===== config.mk =====
export PLATFORM = sky130hd
export DESIGN_NAME = ultrasonic_range_speed_meter
export DESIGN_NICKNAME = d
export VERILOG_FILES = /design/src/rtl/urs_pkg.sv /design/src/rtl/urs_div.sv /design/src/rtl/urs_ctrl.sv /design/src/rtl/urs_datapath.sv /design/src/rtl/ultrasonic_range_speed_meter.sv
export VERILOG_INCLUDE_DIRS = /design/src /design/src/rtl
export SDC_FILE = /design/constraint.sdc
export NUM_CORES = 1
export LEC_CHECK = 0
export ABC_CLOCK_PERIOD_IN_PS = 8800
export BUFFER_PORTS_ARGS = -buffer_cell sky130_fd_sc_hd__buf_2
export CAP_MARGIN = 10
export CORE_MARGIN = 2
export CORE_UTILIZATION = 31
export DETAILED_ROUTE_END_ITERATION = 6
export PLACE_DENSITY_LB_ADDON = 0.25
export SLEW_MARGIN = 20
export SYNTH_ARGS = -nofsm -noshare
export SYNTH_HDL_FRONTEND = slang
export SYNTH_SLANG_ARGS = --single-unit
export TNS_END_PERCENT = 5

===== constraint.sdc =====
create_clock -name clk -period 8.8 [get_ports clk]
set_input_delay 0.88 -clock clk [delete_from_list [all_inputs] [get_ports clk]]
set_output_delay 0.88 -clock clk [all_outputs]
set_load 0.02 [all_outputs]

===== src/rtl/ultrasonic_range_speed_meter_defines.svh =====
// Assertion macros for the ultrasonic range and speed meter.
`ifndef ULTRASONIC_RANGE_SPEED_METER_DEFINES_SVH
`define ULTRASONIC_RANGE_SPEED_METER_DEFINES_SVH

`ifndef SYNTH
// same-cycle implication, sampled on clk, off during reset
`define URSM_ASSERT_IMPLY(label, ante, cons) \
    label: assert property (@(posedge clk) disable iff (!rst_n) (ante) |-> (cons)) \
        else $error("ultrasonic meter: same-cycle check failed");
// next-cycle implication, sampled on clk, off during reset
`define URSM_ASSERT_NEXT(label, ante, cons) \
    label: assert property (@(posedge clk) disable iff (!rst_n) (ante) |=> (cons)) \
        else $error("ultrasonic meter: next-cycle check failed");
`else
`define URSM_ASSERT_IMPLY(label, ante, cons)
`define URSM_ASSERT_NEXT(label, ante, cons)
`endif

`endif


===== src/rtl/urs_pkg.sv =====
// Shared types and constants of the ultrasonic range and speed meter.
`default_nettype none

package urs_pkg;

    // fixed field widths
    localparam int FIELD_W    = 24;
    localparam int PROD_W     = 48;
    localparam int DIV_CNT_W  = $clog2(PROD_W);
    localparam int OUT_DATA_W = 1 + 3 * FIELD_W;
    localparam int TDATA_W    = ((OUT_DATA_W + 7) / 8) * 8;

    localparam logic [FIELD_W-1:0] MASK24      = 24'hFFFFFF;
    localparam logic [FIELD_W-1:0] SPEED_SCALE = 24'd10000000;

    // register reset values
    localparam logic [9:0]  TRIGGER_TICKS_RST = 10'd10;
    localparam logic [23:0] IDLE_TICKS_RST    = 24'd500000;
    localparam logic [7:0]  TICKS_PER_CM_RST  = 8'd58;

    // register indexes (word address)
    localparam logic [1:0] REG_TRIGGER_TICKS = 2'd0;
    localparam logic [1:0] REG_IDLE_TICKS    = 2'd1;
    localparam logic [1:0] REG_TICKS_PER_CM  = 2'd2;

    // controller to datapath
    typedef struct packed {
        logic step;          // input transaction accepted this cycle
        logic div_start;     // launch the divider
        logic div_sel_speed; // 0: distance division, 1: speed division
        logic dist_load;     // capture distance from quotient
        logic diff_load;     // capture |distance - previous|
        logic mul_load;      // capture diff * 10^7
        logic finish;        // write the measurement result
    } urs_cmd_t;

    // datapath to controller
    typedef struct packed {
        logic fall;      // current input tick ends an echo
        logic div_busy;
        logic div_done;
        logic res_free;  // result buffer can take a result this cycle
    } urs_status_t;

endpackage

`default_nettype wire


===== src/rtl/urs_div.sv =====
// Restoring divider, one quotient bit per cycle.
`default_nettype none

module urs_div
    import urs_pkg::*;
#(
    parameter int DEN_W = 24
)
(
    input  wire logic              clk,
    input  wire logic              rst_n,
    input  wire logic              start,
    input  wire logic [PROD_W-1:0] num,
    input  wire logic [DEN_W-1:0]  den,
    output logic      [PROD_W-1:0] quo,
    output logic                   busy,
    output logic                   done
);

    logic                 busy_reg;
    logic                 done_reg;
    logic [DIV_CNT_W-1:0] cnt_reg;
    logic [PROD_W-1:0]    q_reg;
    logic [DEN_W-1:0]     rem_reg;
    logic [DEN_W-1:0]     den_reg;

    logic [DEN_W:0]       rem_sh;
    logic [DEN_W:0]       rem_sub;
    logic                 ge;
    logic                 last;

    // one shift-subtract step
    always_comb
    begin
        rem_sh  = {rem_reg, q_reg[PROD_W-1]};
        ge      = (rem_sh >= {1'b0, den_reg});
        rem_sub = rem_sh - {1'b0, den_reg};
        last    = (cnt_reg == DIV_CNT_W'(PROD_W - 1));
    end

    // control
    always_ff @(posedge clk or negedge rst_n)
    begin
        if (!rst_n)
        begin
            busy_reg <= 1'b0;
            done_reg <= 1'b0;
            cnt_reg  <= '0;
        end
        else
        begin
            done_reg <= busy_reg && last;
            if (start)
            begin
                busy_reg <= 1'b1;
                cnt_reg  <= '0;
            end
            else if (busy_reg)
            begin
                if (last)
                    busy_reg <= 1'b0;
                cnt_reg <= cnt_reg + 1'b1;
            end
        end
    end

    // quotient and remainder
    always_ff @(posedge clk)
    begin
        if (start)
        begin
            q_reg   <= num;
            rem_reg <= '0;
            den_reg <= den;
        end
        else if (busy_reg)
        begin
            q_reg   <= {q_reg[PROD_W-2:0], ge};
            rem_reg <= ge ? rem_sub[DEN_W-1:0] : rem_sh[DEN_W-1:0];
        end
    end

    assign quo  = q_reg;
    assign busy = busy_reg;
    assign done = done_reg;

endmodule

`default_nettype wire


===== src/rtl/urs_ctrl.sv =====
// Controller: tick acceptance and measurement sequencing.
`default_nettype none

module urs_ctrl
    import urs_pkg::*;
(
    input  wire logic        clk,
    input  wire logic        rst_n,
    input  wire logic        s_tvalid,
    output logic             s_tready,
    input  wire urs_status_t status,
    output urs_cmd_t         cmd
);

    typedef enum logic [2:0] {
        ST_READY,
        ST_DIST_GO,
        ST_DIST_WAIT,
        ST_DIFF,
        ST_MUL,
        ST_SPD_GO,
        ST_SPD_WAIT
    } state_t;

    state_t state_reg;
    state_t state_next;
    logic   accept;

    // next state and commands
    always_comb
    begin
        s_tready   = (state_reg == ST_READY) && status.res_free;
        accept     = s_tvalid && s_tready;
        state_next = state_reg;
        cmd        = '0;
        cmd.step   = accept;
        case (state_reg)
            ST_READY:
            begin
                if (accept && status.fall)
                    state_next = ST_DIST_GO;
            end
            ST_DIST_GO:
            begin
                cmd.div_start = 1'b1;
                state_next    = ST_DIST_WAIT;
            end
            ST_DIST_WAIT:
            begin
                if (status.div_done)
                begin
                    cmd.dist_load = 1'b1;
                    state_next    = ST_DIFF;
                end
            end
            ST_DIFF:
            begin
                cmd.diff_load = 1'b1;
                state_next    = ST_MUL;
            end
            ST_MUL:
            begin
                cmd.mul_load = 1'b1;
                state_next   = ST_SPD_GO;
            end
            ST_SPD_GO:
            begin
                cmd.div_start     = 1'b1;
                cmd.div_sel_speed = 1'b1;
                state_next        = ST_SPD_WAIT;
            end
            ST_SPD_WAIT:
            begin
                cmd.div_sel_speed = 1'b1;
                if (status.div_done)
                begin
                    cmd.finish = 1'b1;
                    state_next = ST_READY;
                end
            end
            default:
            begin
                state_next = ST_READY;
            end
        endcase
    end

    always_ff @(posedge clk or negedge rst_n)
    begin
        if (!rst_n)
            state_reg <= ST_READY;
        else
            state_reg <= state_next;
    end

endmodule

`default_nettype wire


===== src/rtl/urs_datapath.sv =====
// Datapath: tick phases, echo timing, distance and speed, result buffering.
`default_nettype none

module urs_datapath
    import urs_pkg::*;
#(
    parameter int TIMER_BITS = 24
)
(
    input  wire logic                  clk,
    input  wire logic                  rst_n,
    input  wire urs_cmd_t              cmd,
    input  wire logic                  echo,
    input  wire logic [9:0]            trigger_ticks,
    input  wire logic [23:0]           idle_ticks,
    input  wire logic [7:0]            ticks_per_cm,
    input  wire logic                  m_tready,
    output logic                       m_tvalid,
    output logic [OUT_DATA_W-1:0]      m_data,
    output logic                       m_flag,
    output urs_status_t                status
);

    localparam int T  = TIMER_BITS;
    localparam int CW = ((T > FIELD_W) ? T : FIELD_W) + 1;
    localparam logic [T-1:0] TMAX = {T{1'b1}};

    typedef enum logic [1:0] {
        PH_IDLE,
        PH_TRIG,
        PH_WAIT,
        PH_COUNT
    } phase_t;

    // sequencing state
    phase_t              phase_reg,        phase_next;
    logic [T-1:0]        phase_timer_reg,  phase_timer_next;
    logic [T-1:0]        echo_width_reg,   echo_width_next;
    logic [T-1:0]        interval_reg,     interval_next;
    logic [T-1:0]        last_int_reg,     last_int_next;
    logic [FIELD_W-1:0]  prev_dist_reg,    prev_dist_next;
    logic                have_prev_reg,    have_prev_next;
    logic                res_full_reg,     res_full_next;
    logic                out_valid_reg,    out_valid_next;

    // measurement payload
    logic [T-1:0]        ew_hold_reg;
    logic [FIELD_W-1:0]  dist_reg;
    logic [FIELD_W-1:0]  diff_reg;
    logic [PROD_W-1:0]   prod_reg;
    logic                res_trig_reg,     res_trig_next;
    logic                res_valid_reg,    res_valid_next;
    logic [FIELD_W-1:0]  res_dist_reg,     res_dist_next;
    logic [FIELD_W-1:0]  res_speed_reg,    res_speed_next;
    logic [FIELD_W-1:0]  res_ivl_reg,      res_ivl_next;
    logic [OUT_DATA_W-1:0] out_data_reg;
    logic                out_flag_reg;

    logic [CW-1:0]       pt_plus;
    logic [CW-1:0]       lim_ext;
    logic [23:0]         idle_lim;
    logic [9:0]          trig_lim;
    logic                ph_done;
    logic [T-1:0]        it_base;
    logic [CW-1:0]       li_ext;
    logic [FIELD_W-1:0]  li_sat;
    logic [FIELD_W-1:0]  q_sat;
    logic                move;
    logic                fall;

    logic [PROD_W-1:0]   div_num;
    logic [T-1:0]        div_den;
    logic [PROD_W-1:0]   div_quo;
    logic                div_busy;
    logic                div_done;

    // shared divider for distance and speed
    assign div_num = cmd.div_sel_speed ? prod_reg : PROD_W'(ew_hold_reg);
    assign div_den = cmd.div_sel_speed ? last_int_reg : T'(ticks_per_cm);

    urs_div #(
        .DEN_W (T)
    ) u_div (
        .clk   (clk),
        .rst_n (rst_n),
        .start (cmd.div_start),
        .num   (div_num),
        .den   (div_den),
        .quo   (div_quo),
        .busy  (div_busy),
        .done  (div_done)
    );

    // phase timer limit and saturations
    always_comb
    begin
        idle_lim = (idle_ticks == 24'd0) ? 24'd1 : idle_ticks;
        trig_lim = (trigger_ticks == 10'd0) ? 10'd1 : trigger_ticks;
        lim_ext  = (phase_reg == PH_TRIG) ? CW'(trig_lim) : CW'(idle_lim);
        pt_plus  = CW'(phase_timer_reg) + 1'b1;
        ph_done  = (pt_plus >= lim_ext) || (phase_timer_reg == TMAX);
        li_ext   = CW'(last_int_reg);
        li_sat   = (li_ext > CW'(MASK24)) ? MASK24 : li_ext[FIELD_W-1:0];
        q_sat    = (|div_quo[PROD_W-1:FIELD_W]) ? MASK24 : div_quo[FIELD_W-1:0];
        fall     = (phase_reg == PH_COUNT) && !echo;
        move     = res_full_reg && (!out_valid_reg || m_tready);
    end

    // tick step, measurement finish and result buffer
    always_comb
    begin
        phase_next       = phase_reg;
        phase_timer_next = phase_timer_reg;
        echo_width_next  = echo_width_reg;
        interval_next    = interval_reg;
        last_int_next    = last_int_reg;
        prev_dist_next   = prev_dist_reg;
        have_prev_next   = have_prev_reg;
        res_trig_next    = res_trig_reg;
        res_valid_next   = res_valid_reg;
        res_dist_next    = res_dist_reg;
        res_speed_next   = res_speed_reg;
        res_ivl_next     = res_ivl_reg;
        res_full_next    = res_full_reg && !move;
        it_base          = interval_reg;

        if (cmd.step)
        begin
            res_trig_next = 1'b0;
            case (phase_reg)
                PH_IDLE:
                begin
                    if (ph_done)
                    begin
                        phase_next       = PH_TRIG;
                        phase_timer_next = '0;
                    end
                    else
                        phase_timer_next = phase_timer_reg + 1'b1;
                end
                PH_TRIG:
                begin
                    res_trig_next = 1'b1;
                    // trigger start: latch and restart the interval timer
                    if (phase_timer_reg == '0)
                    begin
                        last_int_next = interval_reg;
                        it_base       = '0;
                    end
                    if (ph_done)
                    begin
                        phase_next       = PH_WAIT;
                        phase_timer_next = '0;
                    end
                    else
                        phase_timer_next = phase_timer_reg + 1'b1;
                end
                PH_WAIT:
                begin
                    if (echo)
                    begin
                        echo_width_next = T'(1);
                        phase_next      = PH_COUNT;
                    end
                end
                default:
                begin
                    if (echo)
                        echo_width_next = (echo_width_reg == TMAX) ? TMAX
                                                                   : echo_width_reg + 1'b1;
                    else
                    begin
                        echo_width_next  = '0;
                        phase_next       = PH_IDLE;
                        phase_timer_next = '0;
                    end
                end
            endcase
            interval_next = (it_base == TMAX) ? TMAX : it_base + 1'b1;

            // ticks that end no echo give their result at once
            if (!fall)
            begin
                res_valid_next = 1'b0;
                res_dist_next  = '0;
                res_speed_next = '0;
                res_ivl_next   = '0;
                res_full_next  = 1'b1;
            end
        end

        if (cmd.finish)
        begin
            res_trig_next  = 1'b0;
            res_valid_next = 1'b1;
            res_dist_next  = dist_reg;
            if (!have_prev_reg || (diff_reg == '0))
                res_speed_next = '0;
            else if (last_int_reg == '0)
                res_speed_next = MASK24;
            else
                res_speed_next = q_sat;
            res_ivl_next   = have_prev_reg ? li_sat : '0;
            prev_dist_next = dist_reg;
            have_prev_next = 1'b1;
            res_full_next  = 1'b1;
        end

        if (move)
            out_valid_next = 1'b1;
        else if (m_tready)
            out_valid_next = 1'b0;
        else
            out_valid_next = out_valid_reg;
    end

    // control and model state
    always_ff @(posedge clk or negedge rst_n)
    begin
        if (!rst_n)
        begin
            phase_reg       <= PH_IDLE;
            phase_timer_reg <= '0;
            echo_width_reg  <= '0;
            interval_reg    <= '0;
            last_int_reg    <= '0;
            prev_dist_reg   <= '0;
            have_prev_reg   <= 1'b0;
            res_full_reg    <= 1'b0;
            out_valid_reg   <= 1'b0;
        end
        else
        begin
            phase_reg       <= phase_next;
            phase_timer_reg <= phase_timer_next;
            echo_width_reg  <= echo_width_next;
            interval_reg    <= interval_next;
            last_int_reg    <= last_int_next;
            prev_dist_reg   <= prev_dist_next;
            have_prev_reg   <= have_prev_next;
            res_full_reg    <= res_full_next;
            out_valid_reg   <= out_valid_next;
        end
    end

    // payload registers
    always_ff @(posedge clk)
    begin
        if (cmd.step && fall)
            ew_hold_reg <= echo_width_reg;
        if (cmd.dist_load)
            dist_reg <= (ticks_per_cm == 8'd0) ? MASK24 : q_sat;
        if (cmd.diff_load)
            diff_reg <= (dist_reg > prev_dist_reg) ? dist_reg - prev_dist_reg
                                                   : prev_dist_reg - dist_reg;
        if (cmd.mul_load)
            prod_reg <= PROD_W'(diff_reg) * PROD_W'(SPEED_SCALE);
        res_trig_reg  <= res_trig_next;
        res_valid_reg <= res_valid_next;
        res_dist_reg  <= res_dist_next;
        res_speed_reg <= res_speed_next;
        res_ivl_reg   <= res_ivl_next;
        if (move)
        begin
            out_data_reg <= {res_ivl_reg, res_speed_reg, res_dist_reg, res_trig_reg};
            out_flag_reg <= res_valid_reg;
        end
    end

    assign m_tvalid        = out_valid_reg;
    assign m_data          = out_data_reg;
    assign m_flag          = out_flag_reg;
    assign status.fall     = fall;
    assign status.div_busy = div_busy;
    assign status.div_done = div_done;
    assign status.res_free = !res_full_reg || move;

endmodule

`default_nettype wire


===== src/rtl/ultrasonic_range_speed_meter.sv =====
// Top level: ultrasonic echo ranging with distance and speed per echo.
// A tick that ends no echo goes through the result buffer and output register to m_*;
// one tick per cycle while the result buffer is free. An echo-ending tick runs two
// 48-step divisions in one shared shift-subtract divider; no tick taken meanwhile.
// Reset (rst_n, async, active low) clears phase, timers, history and both output stages.
`default_nettype none
`include "ultrasonic_range_speed_meter_defines.svh"

module ultrasonic_range_speed_meter
    import urs_pkg::*;
#(
    parameter int TIMER_BITS = 24
)
(
    input  wire logic               clk,
    input  wire logic               rst_n,
    // input tick stream
    input  wire logic               s_tvalid,
    output logic                    s_tready,
    input  wire logic [7:0]         s_tdata,  // [0] echo_level, [7:1] zero
    // result stream
    output logic                    m_tvalid,
    input  wire logic               m_tready,
    output logic [TDATA_W-1:0]      m_tdata,  // [0] trigger_level, [24:1] distance_cm,
                                              // [48:25] speed_mm_s, [72:49] interval_ticks
    output logic [0:0]              m_tuser,  // [0] result_valid
    // configuration port
    input  wire logic               psel,
    input  wire logic               penable,
    input  wire logic               pwrite,
    input  wire logic [3:0]         paddr,
    input  wire logic [31:0]        pwdata,
    output logic [31:0]             prdata,
    output logic                    pready
);

    logic [9:0]            trigger_ticks_reg;
    logic [23:0]           idle_ticks_reg;
    logic [7:0]            ticks_per_cm_reg;
    logic                  cfg_write;
    urs_cmd_t              cmd;
    urs_status_t           status;
    logic [OUT_DATA_W-1:0] m_data;
    logic                  m_flag;

    // configuration registers
    assign pready    = 1'b1;
    assign cfg_write = psel && penable && pwrite;

    always_ff @(posedge clk or negedge rst_n)
    begin
        if (!rst_n)
        begin
            trigger_ticks_reg <= TRIGGER_TICKS_RST;
            idle_ticks_reg    <= IDLE_TICKS_RST;
            ticks_per_cm_reg  <= TICKS_PER_CM_RST;
        end
        else if (cfg_write)
        begin
            case (paddr[3:2])
                REG_TRIGGER_TICKS: trigger_ticks_reg <= pwdata[9:0];
                REG_IDLE_TICKS:    idle_ticks_reg    <= pwdata[23:0];
                REG_TICKS_PER_CM:  ticks_per_cm_reg  <= pwdata[7:0];
                default:           ;
            endcase
        end
    end

    // register readback
    always_comb
    begin
        case (paddr[3:2])
            REG_TRIGGER_TICKS: prdata = {22'd0, trigger_ticks_reg};
            REG_IDLE_TICKS:    prdata = {8'd0, idle_ticks_reg};
            REG_TICKS_PER_CM:  prdata = {24'd0, ticks_per_cm_reg};
            default:           prdata = '0;
        endcase
    end

    urs_ctrl u_ctrl (
        .clk      (clk),
        .rst_n    (rst_n),
        .s_tvalid (s_tvalid),
        .s_tready (s_tready),
        .status   (status),
        .cmd      (cmd)
    );

    urs_datapath #(
        .TIMER_BITS (TIMER_BITS)
    ) u_datapath (
        .clk           (clk),
        .rst_n         (rst_n),
        .cmd           (cmd),
        .echo          (s_tdata[0]),
        .trigger_ticks (trigger_ticks_reg),
        .idle_ticks    (idle_ticks_reg),
        .ticks_per_cm  (ticks_per_cm_reg),
        .m_tready      (m_tready),
        .m_tvalid      (m_tvalid),
        .m_data        (m_data),
        .m_flag        (m_flag),
        .status        (status)
    );

    assign m_tdata = {{(TDATA_W - OUT_DATA_W){1'b0}}, m_data};
    assign m_tuser = m_flag;

    // a tick without a measurement carries zero result fields
    `URSM_ASSERT_IMPLY(a_no_meas_zero, m_tvalid && !m_tuser[0], m_tdata[OUT_DATA_W-1:1] == '0)
    // the trigger is never driven on the tick that ends an echo
    `URSM_ASSERT_IMPLY(a_trig_not_meas, m_tvalid && m_tuser[0], !m_tdata[0])
    // an echo-ending tick blocks further ticks while it is measured
    `URSM_ASSERT_NEXT(a_fall_blocks, s_tvalid && s_tready && status.fall, !s_tready)
    // the divider is only launched when idle
    `URSM_ASSERT_IMPLY(a_div_idle_start, cmd.div_start, !status.div_busy)

endmodule

`default_nettype wire


==> results of run 1 <==
-- Yosys cell counts (13+ instances only) --
cell      number
and2_1        48
mux2i_1       51
a211oi_1      19
o21a_1        45
and3_1        47
xnor2_1       62
a21oi_1      149
nor3_1        28
dfxtp_1       26
a21o_1        75
nor4_1        38
nor2_1       158
xor2_1        36
edfxtp_1     331
dfrtp_1      165
nor2b_1       21
nand2b_1      52
fa_1         119
nand4_1       30
o21ai_0      175
ha_1         318
buf_2         30
dfstp_2       13
nand3_1       94
mux2_2        77
inv_1        394
a31oi_1       25
nand2_1      240
buf_4         18
clkbuf_1      75
o21bai_1      18
o21ai_1       18
-- metal layers --
layer  part of all wire [%]  GRT usage, %  vias up
li1                       -             -    11100
met1                     48          21.3    11100
met2                     45          23.1      431
met3                    4.5          2.33      103
met4                    2.7          4.23        2
met5                  0.016             0        -
-- through the flow --
stage	setup slack (ns)	cells	utilization (%)	cell area, um^2	hold WS, ns
5_1_grt	1.97	4705	35.3	37700	0.246
4_1_cts	2.41	4705	35.3	37700	0.207
6_report	2.40	4706	35.3	37700	0.203
3_5_place_dp	2.46	4589	33.3	35600	0.405
2_1_floorplan	1.03	3154	-	33500	0.400
3_3_place_gp	2.42	4589	33.3	35600	0.402
-- kinds of logic (layout without fill, tap and decap cells) --
| family | after synthesis | count (layout) |
|---|---|---|
| simple gates | 798 | 798 |
| compound gates | 614 | 614 |
| flops | 535 | 535 |
| buf+inv | 526 | 674 |
| fa+ha+maj | 437 | 437 |
| mux | 130 | 130 |
| xor+xnor | 98 | 98 |
| other cells | 2 | 17 |
-- area by class of cell --
class,count,area (um^2)
diodes,1,2.50
clock buffers,75,1650
clock inverters,41,453
fillers,10800,69300
inverters,395,1480
multi-input cells,2093,16600
flip-flops and latches,535,14900
well taps,1403,1760
repair buffers,163,900
-- worst paths after layout --
check	end	cells past startpoint	slack [ns]
worst min-delay path	u_datapath.phase_timer_reg[15]$_DFFE_PN0P_	1	0.20
worst max register to register	u_datapath.prod_reg[45]$_DFFE_PN_	22	2.40
min in group clk	u_datapath.m_data[41]$_DFFE_PP_	0	0.42
worst min register to register	u_datapath.m_data[41]$_DFFE_PP_	0	0.42
max in group asynchronous	u_ctrl.state_reg[2]$_DFFE_PN0P_	2	7.16
worst max-delay path	u_datapath.prod_reg[45]$_DFFE_PN_	22	2.40
==> flow_summary_export.csv, run 1 <==
group,metric,value,unit
placed_design,io_buffer_count,133,
floorplan,num_rows,120,
grt,antenna_found_initial,6,
clock_tree,holdBufCountCts,0,
logic_synthesis,ys_ff_latch,535,
worst_setup_path,crit_top_cell,"inv_1",
timing,fin_crit,6.40,ns
run,drv_cap,0,
worst_setup_path,path_class,"reg2reg",
clock_tree,path_clk_slew,0.06,ns
routing,final_antenna_net_count,0,
routing,drtIter0Drc,1289,
grt,grt.total_usage,14.8,%
grt,grt_first_pass_wirelength,131000,um
routing,routed_wl,81200,um
logic_synthesis,synth_fa_ha_area_share,19.0,%
logic_synthesis,synth.top_cell.area_share,29.7,%
logic_synthesis,ys_seq_area_share,44.6,%
placed_design,gp_congestion,0.841,
worst_setup_path,startpoint,"u_datapath.diff_reg[12]$_DFFE_PP_",
clock_tree,htreeDepth,2,
routing,num_vias,22800,
logic_synthesis,yosys.area_share.simple,11.7,%
timing,rsz0062_at_grt,"false",
worst_setup_path,worst_path_max_delay_cell,"fa_1",
worst_setup_path,cpPeakStageDelay,0.59,ns
clock_tree,cts_buffer_depth,3,
logic_synthesis,synthDistinctLibCells,95,
clock_tree,postCtsSetupBuffers,0,
logic_synthesis,async_reset_ff_share,33.3,%
worst_setup_path,crit_fanout,7,
worst_setup_path,startpoint_type,"flop",
timing,fmax,156,MHz
cells_and_area,layout.nets,3737,
logic_synthesis,synthMuxAreaShare,4.20,%
routing,wire_per_inst,17.2,um
grt,globalRouteOverflowTotal,0,
logic_synthesis,synth_top_family_by_area,"adder cells",
run_status,outcome,"finished, final reports clean",
worst_setup_path,worstPathRequired,9.18,ns
timing,finalCritPeriodShare,72.8,%
grt,grt_max_degree,75,
logic_synthesis,synth_area,0.0335,mm^2
floorplan,chipWidth,332,um
timing,worst_slew_pin_slew,1.02,ns
timing,maxSlewViolCount,0,
routing,firstDrtPassIters,5,
clock_tree,cts_resized,0,
cells_and_area,mostFrequentLayoutCells,"393 x inv_1, 331 x edfxtp_1, 318 x ha_1",
cells_and_area,syn_to_final_growth,12.8,%
worst_setup_path,critical_path_buf_inv_count,5,
worst_setup_path,reg2reg_from,"u_datapath.diff_reg[12]$_DFFE_PP_",
floorplan,coreArea,0.107,mm^2
timing,fin_setup_tns,0,ns
logic_synthesis,synthCells,3140,
floorplan,die-area,0.111,mm^2
timing,slew_headroom,32.0,%
timing,setup_viol,0,
routing,vias_per_cell,4.84,
cells_and_area,final_common_cell,"inv_1",
logic_synthesis,ys.flop_type,"edfxtp_1",
grt,grt_pass1_vias,23000,
floorplan,start_util,31.2,%
floorplan,chipHeight,332,um
cells_and_area,drive_gt1_share,12.2,%
logic_synthesis,synth_xor_area_share,2.57,%
clock_tree,cts_root_buf,"clkbuf_16",
clock_tree,cts_buffers,61,
clock_tree,cts_tree,"done",
placed_design,place_hpwl,60200,um
logic_synthesis,yosys_warnings,0,
logic_synthesis,yosysTopAreaCell,"edfxtp_1",
floorplan,io_pins,167,
logic_synthesis,synth_compound_area_share,11.6,%
cells_and_area,largest_reg_flops,73,
clock_tree,cts.sinks,535,
worst_setup_path,cp.arrival,6.79,ns
logic_synthesis,synth-edff-count,331,
timing,finalHoldViolations,0,
clock_tree,clk_latency,0.67,ns
worst_setup_path,critical_path.endpoint_type,"flop",
hold_path,min-delay-path-class,"in2async",
worst_setup_path,cp_cell_sequence,"inv_1 -> ha_1 -> ha_1 -> inv_1 -> fa_1 -> inv_1 -> fa_1 -> fa_1 -> inv_1 -> fa_1 -> inv_1 -> ha_1 -> a211oi_1 -> o21ai_0 -> a211oi_1 -> nand3_1 -> nand2_1 -> o21ai_0 -> a21oi_1 -> o31ai_1 -> a21oi_1 -> xnor2_1",
logic_synthesis,avgSynthCellArea,10.7,um^2
worst_setup_path,cpLargestDelayFamily,"adder cells",
timing,fin_skew,0.0293,ns
routing,drc,0,
logic_synthesis,synthTopCellsByArea,"edfxtp_1 30%, dfrtp_1 12%, ha_1 12%",
Power of run 1 is not shown: default switching activity piles up to over one toggle a cycle in this logic, so the estimate is an artifact.
==> run 2: changes to the inputs <==
--- a/config.mk
+++ b/config.mk
@@ -6,7 +6,8 @@
 export SDC_FILE = /design/constraint.sdc
 export NUM_CORES = 1
 export LEC_CHECK = 0
-export ABC_CLOCK_PERIOD_IN_PS = 8800
+export ABC_AREA = 1
+export ABC_CLOCK_PERIOD_IN_PS = 5850
 export BUFFER_PORTS_ARGS = -buffer_cell sky130_fd_sc_hd__buf_2
 export CAP_MARGIN = 10
 export CORE_MARGIN = 2
==> constraint.sdc (replaced) <==
create_clock -name clk -period 5.85 [get_ports clk]
set_input_delay 0.585 -clock clk [delete_from_list [all_inputs] [get_ports clk]]
set_output_delay 0.585 -clock clk [all_outputs]
set_load 0.02 [all_outputs]
==> run 2 against run 1 <==
Compared with the run above: the flow now finishes with violations (negative hold slack); utilization about the same; synthesized cell count grew 25%; sequential cell count did not move; hold slack worse by 0.21 ns; global-route usage is 1.9 points higher; area after synthesis rose by 5.3%; register-to-register slack worse by 2.1 ns; via count up 15%; highest routed layer unchanged.
==> flow_summary_export.csv, run 2 <==
group,metric,value,unit
run_status,outcome,"complete, but fails checks",
run_status,violations,"negative hold slack",
timing,maxSlewViolCount,0,
cells_and_area,mostFrequentLayoutCells,"706 x inv_1, 692 x nand2_1, 344 x nor2_1",
clock_tree,cts_buffer_depth,3,
clock_tree,postCtsSetupBuffers,0,
logic_synthesis,async_reset_ff_share,33.3,%
logic_synthesis,yosys_warnings,0,
cells_and_area,nFillCells,11600,
logic_synthesis,synth_area,0.0352,mm^2
grt,globalRouteOverflowTotal,0,
logic_synthesis,ys_seq_area_share,42.4,%
routing,vias_per_cell,4.67,
worst_setup_path,worstPathRequired,6.21,ns
floorplan,num_rows,123,
clock_tree,cts_tree,"done",
timing,fin_skew,0.0463,ns
clock_tree,cts.sinks,535,
worst_setup_path,worstSetupPathDepth,19,
clock_tree,path_clk_slew,0.06,ns
logic_synthesis,synthDistinctLibCells,64,
cells_and_area,final_common_cell,"inv_1",
timing,fmax,181,MHz
worst_setup_path,crit_fanout,7,
timing,slew_headroom,28.6,%
clock_tree,cts_buffers,66,
grt,grt_max_degree,98,
routing,final_antenna_net_count,0,
logic_synthesis,synthCells,3934,
timing,finalWorstSetupSlack,0.314,ns
worst_setup_path,startpoint_type,"flop",
routing,firstDrtPassIters,7,
timing,setup_viol,0,
timing,finalCritPeriodShare,94.6,%
floorplan,die-area,0.116,mm^2
grt,grt_pass1_vias,25900,
grt,grt.total_usage,16.8,%
timing,finalHoldViolations,5,
cells_and_area,seq_area,0.0149,mm^2
placed_design,place_hpwl,75500,um
hold_path,min-delay-path-class,"in2async",
logic_synthesis,synthTopCellsByArea,"edfxtp_1 28%, dfrtp_1 12%, ha_1 11%",
clock_tree,clk_latency,0.64,ns
clock_tree,cts_root_buf,"clkbuf_16",
routing,drtIter0Drc,1778,
worst_setup_path,critical_path_buf_inv_count,5,
timing,worst_slew_pin_slew,1.07,ns
timing,fin_crit,5.54,ns
worst_setup_path,cp_cell_sequence,"inv_1 -> ha_1 -> ha_1 -> fa_1 -> inv_1 -> fa_1 -> inv_1 -> fa_1 -> inv_1 -> fa_1 -> inv_1 -> ha_1 -> a21oi_1 -> o21ai_0 -> a21oi_1 -> nor2_1 -> a211oi_1 -> nand3_1 -> xor2_1",
worst_setup_path,critical_path.endpoint_type,"flop",
floorplan,start_util,31.3,%
clock_tree,htreeDepth,3,
worst_setup_path,cpLargestDelayFamily,"adder cells",
floorplan,coreArea,0.113,mm^2
grt,grt_first_pass_wirelength,152000,um
placed_design,dpl_cell_area,0.0375,mm^2
routing,drc,0,
logic_synthesis,ys_top_cells_by_count,"707 x inv_1, 693 x nand2_1, 347 x nor2_1, 331 x edfxtp_1, 318 x ha_1",
routing,routed_wl,97800,um
cells_and_area,syn_to_final_growth,12.8,%
floorplan,io_pins,167,
routing,wire_per_inst,17.4,um
floorplan,chipWidth,341,um
placed_design,post-place-ws,0.385,ns
logic_synthesis,ys_ff_latch,535,
worst_setup_path,cpPeakStageDelay,0.56,ns
grt,antenna_found_initial,2,
logic_synthesis,post-synth-top-count-cell,"inv_1",
logic_synthesis,ys.flop_type,"edfxtp_1",
logic_synthesis,synth-edff-count,331,
cells_and_area,drive_gt1_share,9.13,%
placed_design,io_buffer_count,133,
timing,whs,-0.00727,ns
clock_tree,cts_resized,0,
timing,fin_setup_tns,0,ns
clock_tree,holdBufCountCts,0,
cells_and_area,multiInputGateArea,0.0171,mm^2
cells_and_area,final_cell_area,0.0397,mm^2
worst_setup_path,r2r_slack,0.31,ns
run,drv_cap,0,
worst_setup_path,worst_path_max_delay_cell,"edfxtp_1",
logic_synthesis,synth.top_cell.area_share,28.2,%
worst_setup_path,path_class,"reg2reg",
logic_synthesis,avgSynthCellArea,8.95,um^2
worst_setup_path,cp.arrival,5.89,ns
logic_synthesis,yosysTopAreaCell,"edfxtp_1",
timing,rsz0062_at_grt,"false",
cells_and_area,layout.nets,4551,
worst_setup_path,reg2reg_depth,19,
worst_setup_path,crit_top_cell,"inv_1",
cells_and_area,largest_reg_flops,73,
placed_design,gp_congestion,0.918,
routing,num_vias,26200,
floorplan,chipHeight,341,um
## run 2: cell count changes after synthesis, sizes merged, moves of 51 or more
cell    previous run  this run
nand2            240       701
inv              394       712
nor2             159       363
nand3             94       184
o21ai            194       267
mux2              79         7
a21o              75        15
nand2b            52         0
xor2              36        87
## run 2: worst paths after layout
check / startpoint / endpoint
min in group clk: pwdata[15] / idle_ticks_reg[15]$_DFFE_PN1P_
worst min-delay path: rst_n / u_datapath.prev_dist_reg[18]$_DFFE_PN0P_
max in group asynchronous: rst_n / ticks_per_cm_reg[4]$_DFFE_PN1P_
worst max register to register: u_datapath.diff_reg[15]$_DFFE_PP_ / u_datapath.prod_reg[47]$_DFFE_PN_
worst min register to register: u_datapath.res_dist_reg[16]$_SDFFCE_PN0P_ / u_datapath.m_data[17]$_DFFE_PP_
worst max-delay path: u_datapath.diff_reg[15]$_DFFE_PP_ / u_datapath.prod_reg[47]$_DFFE_PN_
## run 2: final cells by class
cell class / instances / share of cell area, %
clock inverters: 28 / 0.829
flip-flops and latches: 535 / 37.6
clock buffers: 94 / 4.65
diodes: 1 / 0.00630
multi-input cells: 2573 / 43.0
inverters: 714 / 6.75
well taps: 1500 / 4.73
repair buffers: 173 / 2.49
## run 2: logic make-up after synthesis
| family | synth area share, % |
|---|---|
| compound gates | 9.47 |
| xor+xnor | 3.11 |
| fa+ha+maj | 18.1 |
| buf+inv | 9.48 |
| flops | 42.4 |
| mux | 0.316 |
| other cells | 0.0213 |
| simple gates | 17.1 |
## run 2: metrics by stage
| step | util, % | instances |
|---|---|---|
| 2_1_floorplan | - | 3948 |
| 3_3_place_gp | 33.3 | 5495 |
| 3_5_place_dp | 33.3 | 5495 |
| 4_1_cts | 35.3 | 5617 |
| 5_1_grt | 35.3 | 5617 |
| 6_report | 35.3 | 5618 |
## run 2: per-layer routing
layer  global-route usage, %  part of all wire, %  up-vias
li1                        -                    -    13100
met1                    24.0                   48    12500
met2                    27.0                   46      520
met3                    2.16                  4.1      113
met4                    3.90                  1.9        2
met5                       0                0.012        -
## run 2: worst register-to-register path: stages (launching register included)
cell and delay (ns):
edfxtp_1 0.56, inv_1 0.08, ha_1 0.31, ha_1 0.32
fa_1 0.55, inv_1 0.06, fa_1 0.54, inv_1 0.06
fa_1 0.53, inv_1 0.06, fa_1 0.55, inv_1 0.05
ha_1 0.37, a21oi_1 0.24, o21ai_0 0.19, a21oi_1 0.22
nor2_1 0.09, a211oi_1 0.21, nand3_1 0.14, xor2_1 0.16
Power of run 2 is left out for the same reason.
